## src/rtl/assert_macros.svh

```systemverilog
// assertion macros used by the signed decimal formatter
// define NO_ASSERTIONS to compile every check away
`ifndef ASSERT_MACROS_SVH
`define ASSERT_MACROS_SVH

`ifndef NO_ASSERTIONS
`define ASSERT_IMPLIES(label, clk, rst, pre, post) \
   label: assert property (@(posedge clk) disable iff (rst) (pre) |-> (post)) \
      else $error("assertion failed");
`define ASSERT_NEXT(label, clk, rst, pre, post) \
   label: assert property (@(posedge clk) disable iff (rst) (pre) |=> (post)) \
      else $error("assertion failed");
`else
`define ASSERT_IMPLIES(label, clk, rst, pre, post)
`define ASSERT_NEXT(label, clk, rst, pre, post)
`endif

`endif

```

## src/rtl/sdf_pkg.sv

```systemverilog
// constants, types and the bcd shift step of the signed decimal formatter
// no dependencies
package sdf_pkg;

   localparam int VALUE_W    = 32;
   localparam int CHAR_W     = 8;
   localparam int COUNT_W    = 4;
   localparam int NUM_DIGITS = 10;
   localparam int DIGIT_W    = 4;
   localparam int STEP_W     = 4;   // sixteen two-bit conversion steps

   localparam logic [CHAR_W-1:0] DIGIT_ZERO = 8'h30;
   localparam logic [CHAR_W-1:0] MINUS_CHAR = 8'h2D;

   typedef logic [NUM_DIGITS-1:0][DIGIT_W-1:0] bcd_type;
   typedef logic [DIGIT_W-1:0]                 digit_index_type;

   // one double-dabble step: adjust each digit, then shift one bit in
   function automatic bcd_type dabble_step(input bcd_type bcd, input logic bit_in);
      bcd_type                         adj;
      logic [NUM_DIGITS*DIGIT_W-1:0]   flat;
      for (int i = 0; i < NUM_DIGITS; i++) begin
         adj[i] = (bcd[i] >= 4'd5) ? bcd[i] + 4'd3 : bcd[i];
      end
      flat = adj;
      return bcd_type'({flat[NUM_DIGITS*DIGIT_W-2:0], bit_in});
   endfunction

endpackage

```

## src/rtl/signed_decimal_formatter.sv

```systemverilog
// signed 32-bit integer to decimal ascii, one character per beat
// depends on sdf_pkg and assert_macros.svh
`include "assert_macros.svh"

// Usage:
//   Drive req_value and pulse start while busy is low; the value is taken at
//   that clock edge and busy rises in the next cycle.
//   Characters leave on rsp_text_char, one per cycle, with rsp_strobe high
//   for exactly that cycle: a '-' first for negative values, then the
//   digits most significant first, no leading zeros (zero prints as '0').
//   rsp_is_last marks the final character, which also carries the total
//   count in rsp_char_count (1 to 11); earlier characters carry count 0.
//   The magnitude runs through a double-dabble shift register two bits
//   per cycle, then the ST_SIZE state sizes the digit string, and each
//   character is registered into the single output register in ST_EMIT.
//   A new number is accepted only once the last character of the previous
//   one is registered: the conversion shifter and the output register
//   serve one number at a time.
//   The receiver cannot stall: each beat is shown for one cycle only.
//   Synchronous reset returns to idle, drops busy and the strobe, and
//   abandons any number in progress.
module signed_decimal_formatter
   import sdf_pkg::*;
(
   input  logic                clock,
   input  logic                reset,
   input  logic                start,
   output logic                busy,
   input  logic [VALUE_W-1:0]  req_value,
   output logic                rsp_strobe,
   output logic [CHAR_W-1:0]   rsp_text_char,
   output logic                rsp_is_last,
   output logic [COUNT_W-1:0]  rsp_char_count
);

   localparam logic [1:0] ST_IDLE = 2'd0;
   localparam logic [1:0] ST_CONV = 2'd1;
   localparam logic [1:0] ST_SIZE = 2'd2;
   localparam logic [1:0] ST_EMIT = 2'd3;

   localparam logic [STEP_W-1:0] LAST_STEP = STEP_W'((VALUE_W / 2) - 1);

   logic [1:0]           state_ff, state_in;
   logic [VALUE_W-1:0]   mag_ff, mag_in;
   bcd_type              bcd_ff, bcd_in;
   logic                 neg_ff, neg_in;
   logic                 sign_pend_ff, sign_pend_in;
   logic [STEP_W-1:0]    step_ff, step_in;
   digit_index_type      idx_ff, idx_in;
   logic [COUNT_W-1:0]   ndig_ff, ndig_in;

   logic                 strobe_ff, strobe_in;
   logic [CHAR_W-1:0]    char_ff, char_in;
   logic                 last_ff, last_in;
   logic [COUNT_W-1:0]   count_ff, count_in;

   logic [COUNT_W-1:0]   ndig_found;

   // significant digit count of the finished bcd word, at least one
   always_comb begin
      ndig_found = COUNT_W'(1);
      for (int i = 0; i < NUM_DIGITS; i++) begin
         if (bcd_ff[i] != '0) begin
            ndig_found = COUNT_W'(i + 1);
         end
      end
   end

   // sequencer: accept, convert, size, emit
   always_comb begin
      state_in     = state_ff;
      mag_in       = mag_ff;
      bcd_in       = bcd_ff;
      neg_in       = neg_ff;
      sign_pend_in = sign_pend_ff;
      step_in      = step_ff;
      idx_in       = idx_ff;
      ndig_in      = ndig_ff;
      strobe_in    = 1'b0;
      char_in      = char_ff;
      last_in      = last_ff;
      count_in     = count_ff;

      unique case (state_ff)
         ST_IDLE: begin
            if (start) begin
               neg_in   = req_value[VALUE_W-1];
               mag_in   = req_value[VALUE_W-1] ? (~req_value + VALUE_W'(1)) : req_value;
               bcd_in   = '0;
               step_in  = '0;
               state_in = ST_CONV;
            end
         end
         ST_CONV: begin
            // two magnitude bits into the bcd word per cycle
            bcd_in  = dabble_step(dabble_step(bcd_ff, mag_ff[VALUE_W-1]),
                                  mag_ff[VALUE_W-2]);
            mag_in  = {mag_ff[VALUE_W-3:0], 2'b00};
            step_in = step_ff + STEP_W'(1);
            if (step_ff == LAST_STEP) begin
               state_in = ST_SIZE;
            end
         end
         ST_SIZE: begin
            ndig_in      = ndig_found;
            idx_in       = digit_index_type'(ndig_found - COUNT_W'(1));
            sign_pend_in = neg_ff;
            state_in     = ST_EMIT;
         end
         ST_EMIT: begin
            strobe_in = 1'b1;
            if (sign_pend_ff) begin
               char_in      = MINUS_CHAR;
               last_in      = 1'b0;
               count_in     = '0;
               sign_pend_in = 1'b0;
            end else begin
               char_in = DIGIT_ZERO + CHAR_W'(bcd_ff[idx_ff]);
               if (idx_ff == '0) begin
                  last_in  = 1'b1;
                  count_in = ndig_ff + COUNT_W'(neg_ff);
                  state_in = ST_IDLE;
               end else begin
                  last_in  = 1'b0;
                  count_in = '0;
                  idx_in   = idx_ff - digit_index_type'(1);
               end
            end
         end
         default: begin
            state_in = ST_IDLE;
         end
      endcase
   end

   // control registers
   always_ff @(posedge clock) begin
      if (reset) begin
         state_ff  <= ST_IDLE;
         strobe_ff <= 1'b0;
      end else begin
         state_ff  <= state_in;
         strobe_ff <= strobe_in;
      end
   end

   // datapath registers
   always_ff @(posedge clock) begin
      mag_ff       <= mag_in;
      bcd_ff       <= bcd_in;
      neg_ff       <= neg_in;
      sign_pend_ff <= sign_pend_in;
      step_ff      <= step_in;
      idx_ff       <= idx_in;
      ndig_ff      <= ndig_in;
      char_ff      <= char_in;
      last_ff      <= last_in;
      count_ff     <= count_in;
   end

   assign busy           = (state_ff != ST_IDLE);
   assign rsp_strobe     = strobe_ff;
   assign rsp_text_char  = char_ff;
   assign rsp_is_last    = last_ff;
   assign rsp_char_count = count_ff;

   // checks
   `ASSERT_NEXT(a_accept_busy, clock, reset, start && !busy, busy)
   `ASSERT_IMPLIES(a_beat_from_work, clock, reset, rsp_strobe, $past(busy))
   `ASSERT_IMPLIES(a_last_count, clock, reset, rsp_strobe && rsp_is_last,
                   rsp_char_count != '0)
   `ASSERT_IMPLIES(a_mid_count, clock, reset, rsp_strobe && !rsp_is_last,
                   rsp_char_count == '0)
   `ASSERT_NEXT(a_beats_contiguous, clock, reset, rsp_strobe && !rsp_is_last, rsp_strobe)

endmodule
```

## config.mk

```make
export PLATFORM = sky130hd
export DESIGN_NAME = signed_decimal_formatter
export DESIGN_NICKNAME = d
export VERILOG_FILES = /design/src/rtl/sdf_pkg.sv /design/src/rtl/signed_decimal_formatter.sv
export VERILOG_INCLUDE_DIRS = /design/src /design/src/rtl
export SDC_FILE = /design/constraint.sdc
export NUM_CORES = 1
export LEC_CHECK = 0
export ABC_AREA = 1
export BUFFER_PORTS_ARGS = -buffer_cell sky130_fd_sc_hd__buf_2
export CAP_MARGIN = 10
export CORE_UTILIZATION = 45
export CTS_CLUSTER_SIZE = 40
export DETAILED_ROUTE_END_ITERATION = 10
export PLACE_DENSITY = 0.67
export SLEW_MARGIN = 20
export SYNTH_ARGS = -nofsm -noshare
export SYNTH_HDL_FRONTEND = slang
export SYNTH_SLANG_ARGS = --single-unit
```

## constraint.sdc

```tcl
create_clock -name clock -period 9.73 [get_ports clock]
set_clock_uncertainty 0.1 [all_clocks]
set_input_delay 1.946 -clock clock [delete_from_list [all_inputs] [get_ports clock]]
set_output_delay 1.946 -clock clock [all_outputs]
set_load 0.01 [all_outputs]
```

==> run_results.csv, run 1 <==
group,metric,value,unit
floorplanning,start_util,0.467,
synthesis,synth-async-reset-ratio,0,
cts,cts_made_buffers,9,
finish,layout-drive-gt1-share,0.111,
finish,final_cell_mix,"159 x nand2_1, 135 x inv_1, 106 x o21ai_0, 96 x edfxtp_1, 92 x nor2_1",
place,dp.cells,1156,
cts,cts_resized,0,
worst_setup_path,crit_slowest_cell,"buf_2",
sta,slew_headroom,0.308,
synthesis,synth_edf_count,96,
synthesis,ys_warn_count,0,
floorplanning,ios,50,
cts,path_clk_slew,60,ps
synthesis,synth.avg_cell_area,7.85,sq um
synthesis,yosysSeqAreaShare,0.408,
route,vias,5968,
global_route,antenna_found_initial,0,
hold_path,whs_path_depth,2,
worst_setup_path,crit_family,"buffers and inverters",
route,totalWireLength,15100,microns
sta,timing.final.crit_share,0.344,
global_route,grtUsageTotal,0.194,
global_route,grt_pass1_wl,25200,microns
place,numPortBuffers,46,
sta,worstMarginPinSlew,1040,ps
floorplanning,row_count,45,
finish,final_cells,1172,
worst_setup_path,critPathMaxStageDelay,420,ps
finish,fin_util,0.514,
power_and_ir_drop,vdd_drop_max,0.142,mV
global_route,grt_max_degree,77,
synthesis,syn_inst,919,
cts,cts_tree,"yes",
cts,h-tree-depth,3,
cts,cts-root-buf,"clkbuf_16",
route,wire_per_inst,12.9,microns
worst_setup_path,rrSetupSlack,6850,ps
floorplanning,chipHeight,129,microns
synthesis,ys_top_cells_by_area,"edfxtp_1 40%, ha_1 8.8%, nand2_1 8.3%",
place,hpwl,10800,microns
route,drt-vias-per-instance,5.09,
worst_setup_path,critical_path_class,"input port to flip-flop",
worst_setup_path,critPathMaxFanout,29,
finish,antenna_cells,0,
worst_setup_path,crit_top_cell,"o21ai_0",
floorplanning,coreArea,15400,sq um
power_and_ir_drop,p_leak,3.52,nW
finish,area_delta_synth_final,9.96,%
sta,fin_setup_tns,0,ps
worst_setup_path,startpoint_type,"input port",
hold_path,hold_path.class,"flip-flop to flip-flop",
sta,final.min_clock_period,3350,ps
route,drc_errors,0,
cts,cts.sinks,99,
synthesis,ys_types,43,
sta,rsz0062_at_grt,"false",
sta,drv_slew,0,
synthesis,yosys.area.top_type,"edfxtp_1",
synthesis,dominantRegCellSynth,"edfxtp_1",
route,first_pass_iters,5,
finish,final_common_cell,"nand2_1",
worst_setup_path,path_cells,"buf_2 -> inv_1 -> o21ai_0 -> o21ai_0 -> a21oi_1 -> nor2_1",
worst_setup_path,timing.rr.start,"state_ff[1]",
floorplanning,fp.dieArea,16500,sq um
run_status,status,"finished, final reports clean",
worst_setup_path,cp.required,9740,ps
place,gp_congestion,0.892,
synthesis,synth_seq_cells,99,
power_and_ir_drop,power,0.00277,W
sta,hold_viol,0,
cts,cts_setup_buffers,0,
global_route,grt_pass1_vias,5503,
sta,setup_viol,0,
finish,layout.nets,1042,
route,drt_iter0_markers,371,
cts,cts_hold_buf,0,
worst_setup_path,cp-end-kind,"flip-flop",
cts,insertion_delay,360,ps
worst_setup_path,crit_path_start,"req_value[31]",
synthesis,synthesis.area,7210,sq um
synthesis,synth_top_area_frac,0.400,
worst_setup_path,crit_arrival,3350,ps
run,maxCapViolations,0,
global_route,overflow,0,
floorplanning,die_w,129,microns
worst_setup_path,cp.depth,6,
worst_setup_path,crit_buf_inv,2,
sta,fmax,0.299,GHz
worst_setup_path,endpoint,"mag_ff[17]",
worst_setup_path,r2r_end,"bcd_ff[8]",
cts,clockBufferDepth,2,
power_and_ir_drop,p_per_area,350,nW/um^2
worst_setup_path,reg2regPathDepth,6,
route,drtAntennaViolNets,0,
==> registers in the layout, summed over array words and instances (netlist names) <==
name,count
rsp_is_last,1
ndig_ff,4
bcd_ff,40
mag_ff,32
rsp_strobe,1
neg_ff,1
idx_ff,4
step_ff,4
sign_pend_ff,1
state_ff,2
rsp_text_char,5
rsp_char_count,4
==> worst min-delay path by stage <==
| stage | startpoint | end | slack, ps |
|---|---|---|---|
| 3_3_place_gp | mag_ff[25] | mag_ff[27] | 400 |
| 3_5_place_dp | mag_ff[25] | mag_ff[27] | 400 |
| 4_1_cts | mag_ff[25] | mag_ff[27] | 420 |
| 2_1_floorplan | mag_ff[30] | bcd_ff[0] | 380 |
| 6_report | mag_ff[25] | mag_ff[27] | 420 |
| 5_1_grt | mag_ff[21] | mag_ff[23] | 450 |
==> per-layer routing <==
metal,up-vias,GRT usage,wire [microns]
li1,3132,-,-
met1,2712,0.246,7180
met2,112,0.339,7220
met3,12,0.0395,581
met4,0,0.0498,137
met5,-,0,0
==> tightest hold or removal path, cell delays in order (launching register included) <==
cell and delay [ps]:
edfxtp_1 320, nand2_1 50, nand2_1 50
==> synthesized netlist by cell type, types with 3 or more instances <==
master    instances
a211oi_1          3
o21ai_0         107
inv_2             6
buf_1             3
nor3_1            6
a21oi_1          72
buf_2             4
or2_2             4
nand2_1         159
nand3_1          57
o21ai_1          11
or2_1             4
buf_4             3
o21ai_2          10
o211ai_1          6
nand2_2           5
xor2_1           25
nor2_2            5
nand3_2           4
dfxtp_1           3
a21oi_2           4
edfxtp_1         96
ha_1             51
o31ai_1           3
nor2_1           92
inv_1           135
clkbuf_1         14
nand4_1           7
==> stage by stage <==
stage          cell area, sq um  hold slack, ps  setup slack, ps
3_5_place_dp               7640             405             6040
2_1_floorplan              7220             381             2800
5_1_grt                    7930             447             6190
4_1_cts                    7930             423             6370
3_3_place_gp               7640             401             6050
6_report                   7930             418             6380
==> power breakdown <==
part | internal (W) | total [W] | switching [W]
clock | 0.000206 | 0.000361 | 0.000155
combinational | 0.000497 | 0.00151 | 0.00101
sequential | 0.000762 | 0.000906 | 0.000144
total | 0.00147 | 0.00277 | 0.00131
==> final cells by class <==
class	instances	area [sq um]
fillers	1516	7500
multi-input cells	655	3650
flip-flops and latches	99	2940
inverters	142	533
well taps	211	264
repair buffers	49	253
clock buffers	13	250
clock inverters	3	40.0
==> cell families (layout without fill, tap and decap cells) <==
| kind of cell | after synthesis | count (layout) | synth area share |
|---|---|---|---|
| simple gates | 354 | 354 | 0.215 |
| compound gates | 220 | 220 | 0.166 |
| buf+inv | 166 | 207 | 0.0887 |
| flops | 99 | 99 | 0.408 |
| fa+ha+maj | 51 | 51 | 0.0885 |
| xor+xnor | 27 | 27 | 0.0328 |
| other cells | 2 | 3 | 0.00104 |
(Power assumes the default switching activity.)
==> run 2: changes to the inputs <==
- clock period: 9.73 -> 3.3 ns (I/O delays scaled with it)
==> run_results.csv, run 2 (synthesized netlist as in run 1, its figures left out) <==
group,metric,value,unit
run_status,status,"finished, final reports clean",
finish,fin_area,7950,sq um
route,first_pass_iters,4,
route,drtAntennaViolNets,0,
route,drt_iter0_markers,360,
worst_setup_path,endpoint,"bcd_ff[14]",
cts,cts_made_buffers,9,
place,dpl_cell_area,7670,sq um
sta,fin_setup_tns,0,ps
finish,final_cell_mix,"159 x nand2_1, 135 x inv_1, 106 x o21ai_0, 96 x edfxtp_1, 92 x nor2_1",
sta,slew_headroom,0.515,
power_and_ir_drop,p_int,0.00427,W
worst_setup_path,reg2regPathDepth,13,
sta,final.min_clock_period,2520,ps
finish,fillerInstances,1534,
finish,final_cells,1175,
floorplanning,chipHeight,129,microns
place,gp_congestion,0.881,
worst_setup_path,r2r_end,"bcd_ff[14]",
sta,worstMarginPinSlew,728,ps
worst_setup_path,cp-end-kind,"flip-flop",
finish,largest_reg_flops,40,
power_and_ir_drop,swShare,0.475,
power_and_ir_drop,p_per_area,1020,nW/um^2
place,hpwl,11300,microns
finish,largest-register,"bcd_ff",
cts,insertion_delay,350,ps
cts,path_clk_slew,70,ps
power_and_ir_drop,power.switching,0.00386,W
worst_setup_path,critical_path_class,"flip-flop to flip-flop",
cts,cts_resized,0,
global_route,grt_max_degree,73,
cts,cts_tree,"yes",
worst_setup_path,crit_path_start,"bcd_ff[12]",
power_and_ir_drop,pwr-share-comb,0.551,
global_route,antenna_found_initial,0,
global_route,overflow,0,
cts,h-tree-depth,3,
route,totalWireLength,15300,microns
power_and_ir_drop,seq_power_share,0.326,
floorplanning,ios,50,
floorplanning,die_w,129,microns
sta,drv_slew,0,
floorplanning,coreArea,15400,sq um
worst_setup_path,rrSetupSlack,780,ps
floorplanning,fp.dieArea,16500,sq um
place,numPortBuffers,46,
sta,hold_viol,0,
global_route,grt_pass1_wl,25900,microns
worst_setup_path,critPathMaxFanout,5,
run,maxCapViolations,0,
route,vias,5984,
route,wire_per_inst,13.0,microns
finish,layout.nets,1045,
global_route,grtUsageTotal,0.199,
power_and_ir_drop,clockPowerShare,0.123,
worst_setup_path,startpoint_type,"flip-flop",
cts,clockBufferDepth,2,
finish,layout-drive-gt1-share,0.115,
floorplanning,row_count,45,
route,drc_errors,0,
cts,cts.sinks,99,
worst_setup_path,crit_arrival,2640,ps
sta,timing.final.crit_share,0.764,
route,drt-vias-per-instance,5.09,
finish,antenna_cells,0,
power_and_ir_drop,p_leak,3.53,nW
sta,fmax,0.397,GHz
cts,cts_hold_buf,0,
hold_path,hold_path.class,"input port to flip-flop",
finish,final_common_cell,"nand2_1",
sta,rsz0062_at_grt,"false",
worst_setup_path,cp.required,3420,ps
finish,area_delta_synth_final,10.2,%
power_and_ir_drop,vdd_drop_max,0.420,mV
floorplanning,start_util,0.467,
sta,setup_viol,0,
cts,cts-root-buf,"clkbuf_16",
place,dp.cells,1159,
worst_setup_path,timing.rr.start,"bcd_ff[12]",
global_route,grt_pass1_vias,5607,
cts,cts_setup_buffers,0,
run 2: cell types whose count changed in the layout (fill, tap and decap cells not counted), sizes merged:
| cell | previous run | this run |
|---|---|---|
| clkinvlp | 0 | 1 |
| bufinv | 1 | 0 |
| clkbuf | 13 | 12 |
| buf | 49 | 52 |
| clkinv | 3 | 4 |
run 2: worst min path at each step:
stage               startpoint          end  slack [ps]  depth (start not counted)
floorplan           mag_ff[30]    bcd_ff[0]         380                          2
global placement    mag_ff[25]   mag_ff[27]         400                          2
detailed placement  mag_ff[19]   mag_ff[21]         410                          2
CTS                      reset   rsp_strobe         380                          2
global route             reset  state_ff[1]         380                          2
finish                   reset   rsp_strobe         400                          2
run 2: metal layers:
metal,share of wire,global-route usage
met3,0.041,0.0437
met5,0,0
met2,0.47,0.347
met1,0.47,0.247
met4,0.016,0.0574
run 2: cell type report:
type,instances,area [sq um],area share
well taps,211,264,0.0332
flip-flops and latches,99,2940,0.370
multi-input cells,655,3650,0.459
clock inverters,4,26.3,0.00331
clock buffers,12,246,0.0310
inverters,142,533,0.0671
repair buffers,52,288,0.0362
run 2: power groups by stage:
stage / clock network, W / logic [W] / registers [W]
2_1_floorplan: 0 / 0.00354 / 0.00254
3_3_place_gp: 0 / 0.00437 / 0.00266
3_5_place_dp: 0 / 0.00446 / 0.00268
4_1_cts: 0.00103 / 0.00449 / 0.00265
5_1_grt: 0.00107 / 0.00523 / 0.00274
6_report: 0.000998 / 0.00448 / 0.00265
run 2: critical path: stages, from the launching register on:
cell      delay (ps)
edfxtp_1         430
inv_1            130
ha_1             170
inv_1             60
or2_1            200
nand2_1           70
nand2_2           70
xor2_1           290
ha_1             230
inv_1             70
o21ai_2          120
nand2_2           90
or2_1            240
a21oi_2          110
run 2: per-stage QoR:
step / power, W / worst slack (ps) / hold WS (ps) / utilization
4_1_cts: 0.00817 / 806 / 377 / 0.515
5_1_grt: 0.00904 / 507 / 385 / 0.515
6_report: 0.00813 / 779 / 400 / 0.515
3_3_place_gp: 0.00703 / 883 / 402 / 0.497
2_1_floorplan: 0.00609 / 621 / 381 / -
3_5_place_dp: 0.00713 / 833 / 415 / 0.497
==> run 3: changes to the inputs <==
- ABC_AREA: 1 -> 0
- clock period: 3.3 -> 2.6 ns (I/O delays scaled with it)
==> run_results.csv, run 3 <==
group,metric,value,unit
synthesis,dominantRegCellSynth,"edfxtp_1",
finish,layout-drive-gt1-share,0.239,
global_route,grt_pass1_vias,4914,
global_route,grt_max_degree,69,
route,drtAntennaViolNets,0,
power_and_ir_drop,power.switching,0.00475,W
route,totalWireLength,13700,microns
run,maxCapViolations,0,
finish,antenna_cells,0,
power_and_ir_drop,vdd_drop_max,0.591,mV
synthesis,ys_top_cells_by_area,"edfxtp_1 41%, ha_1 9.1%, mux2i_1 4.9%",
worst_setup_path,critical_path_class,"flip-flop to flip-flop",
synthesis,ys_types,46,
worst_setup_path,startpoint_type,"flip-flop",
route,drc_errors,0,
synthesis,yosysSeqAreaShare,0.421,
floorplanning,start_util,0.460,
place,dpl_cell_area,7600,sq um
place,gp_congestion,0.841,
cts,cts_hold_buf,0,
cts,cts_made_buffers,9,
finish,fin_area,8140,sq um
global_route,grt_pass1_wl,22700,microns
finish,layout.nets,834,
synthesis,synthesis.area,6990,sq um
synthesis,ys_warn_count,0,
worst_setup_path,path_cells,"inv_1 -> ha_2 -> nand2b_1 -> a21oi_2 -> xnor2_2 -> ha_2 -> nand2b_1 -> a21boi_0 -> buf_4 -> mux2i_1 -> and2_1",
worst_setup_path,critPathMaxStageDelay,430,ps
power_and_ir_drop,swShare,0.412,
worst_setup_path,cp.required,2620,ps
finish,fin_util,0.535,
global_route,overflow,0,
floorplanning,row_count,45,
power_and_ir_drop,p_leak,3.24,nW
run_status,status,"finished, final reports clean",
cts,cts-root-buf,"clkbuf_16",
sta,worstMarginPinSlew,653,ps
worst_setup_path,critPathMaxFanout,4,
finish,final_cells,941,
power_and_ir_drop,p_per_area,1410,nW/um^2
worst_setup_path,crit_slowest_cell,"edfxtp_1",
finish,largest_reg_flops,40,
place,dp.cells,916,
route,wire_per_inst,14.5,microns
floorplanning,die_w,127,microns
cts,clockBufferDepth,2,
sta,setup_viol,0,
cts,insertion_delay,360,ps
finish,final_cell_mix,"96 x edfxtp_1, 48 x o21ai_0, 47 x nand2_1, 46 x buf_2, 43 x inv_1",
power_and_ir_drop,pwr-share-comb,0.589,
floorplanning,ios,50,
finish,area_delta_synth_final,16.5,%
sta,final.min_clock_period,2510,ps
finish,largest-register,"bcd_ff",
cts,path_clk_slew,70,ps
cts,h-tree-depth,3,
power_and_ir_drop,seq_power_share,0.302,
synthesis,synth_top_area_frac,0.413,
synthesis,synth_common_cells,"96 x edfxtp_1, 51 x ha_1, 49 x inv_1, 49 x o21ai_0, 47 x nand2_1",
worst_setup_path,crit_arrival,2520,ps
sta,hold_viol,0,
sta,timing.final.crit_share,0.965,
global_route,antenna_found_initial,0,
hold_path,whs_path_depth,2,
route,first_pass_iters,5,
cts,cts.sinks,99,
place,numPortBuffers,46,
synthesis,synth-async-reset-ratio,0,
finish,fillerInstances,1321,
global_route,grtUsageTotal,0.179,
sta,drv_slew,0,
worst_setup_path,cp-end-kind,"flip-flop",
hold_path,hold_path.class,"input port to flip-flop",
place,hpwl,10000,microns
synthesis,syn_inst,675,
cts,cts_tree,"yes",
finish,final_common_cell,"edfxtp_1",
floorplanning,chipHeight,127,microns
floorplanning,coreArea,15200,sq um
synthesis,synth_seq_cells,99,
route,drt_iter0_markers,326,
synthesis,synth.avg_cell_area,10.3,sq um
synthesis,yosysMostFrequentCell,"edfxtp_1",
synthesis,synth_edf_count,96,
power_and_ir_drop,clockPowerShare,0.109,
route,vias,5071,
sta,slew_headroom,0.560,
floorplanning,fp.dieArea,16000,sq um
synthesis,yosys.area.top_type,"edfxtp_1",
sta,fmax,0.399,GHz
power_and_ir_drop,p_int,0.00677,W
route,drt-vias-per-instance,5.39,
worst_setup_path,reg2regPathDepth,11,
-- run 3: path summary, 6_finish.rpt --
kind               from         end  slack (ps)
max reg2reg   bcd_ff[1]   bcd_ff[2]          90
min reg2reg  mag_ff[30]   bcd_ff[0]         430
max           bcd_ff[1]   bcd_ff[2]          90
min               reset  rsp_strobe         240
-- run 3: power groups by stage --
stage	registers (W)	clock network, W	logic (W)
final	0.00348	0.00126	0.00678
after global routing	0.00357	0.00134	0.00761
after CTS	0.00344	0.00129	0.00638
after detailed placement	0.00347	0	0.00631
after global placement	0.00344	0	0.00597
after floorplan	0.00325	0	0.00502
-- run 3: stage by stage --
stage / power [W] / TNS (ps) / hold WS [ps] / worst slack, ps
after floorplan: 0.00827 / -129 / 399 / -116
after global placement: 0.00941 / -1080 / 408 / -269
after detailed placement: 0.00977 / -1890 / 409 / -281
after CTS: 0.0111 / 0 / 231 / 1.46
after global routing: 0.0125 / -183 / 235 / -68.1
final: 0.0115 / 0 / 242 / 91.9
-- run 3: layout make-up --
type / instances / area [sq um] / share of cell area
inverter: 49 / 184 / 0.0226
tap: 188 / 235 / 0.0289
timing repair buffer: 83 / 533 / 0.0655
sequential: 99 / 2940 / 0.362
multi-input combinational: 506 / 3970 / 0.488
clock buffer: 10 / 229 / 0.0281
clock inverter: 6 / 41.3 / 0.00508
-- run 3: cell families (layout without fill, tap and decap cells) --
group | after synthesis | in the layout | synth area share
AO/OA/AOI/OAI | 127 | 127 | 0.106
XOR/XNOR | 55 | 55 | 0.0690
multiplexers | 60 | 60 | 0.104
other | 2 | 3 | 0.00108
AND/OR/NAND/NOR | 210 | 210 | 0.168
adder cells (fa/ha/maj) | 51 | 51 | 0.0913
flip-flops | 99 | 99 | 0.421
buffers and inverters | 71 | 148 | 0.0398
-- run 3: metal layers --
metal / track usage / up-vias / share of wire / routed length, microns
li1: - / 2542 / - / -
met1: 0.220 / 2421 / 0.45 / 6130
met2: 0.308 / 86 / 0.50 / 6780
met3: 0.0363 / 22 / 0.034 / 470
met4: 0.0709 / 0 / 0.021 / 288
met5: 0 / - / 0 / 0
-- run 3: worst max-delay path: cells and delay by family (launching register included) --
family / cells / cell delay [ps]
XOR/XNOR: 1 / 180
flip-flops: 1 / 430
AO/OA/AOI/OAI: 2 / 390
AND/OR/NAND/NOR: 3 / 330
multiplexers: 1 / 60
adder cells (fa/ha/maj): 2 / 460
buffers and inverters: 2 / 300
-- run 3: what timing repair did --
action / 4_1_cts / 5_1_grt
pin swaps: 0 / 5
resized for setup: 3 / 48
buffers inserted: 0 / 9
endpoints found under the setup margin: 3 / 33
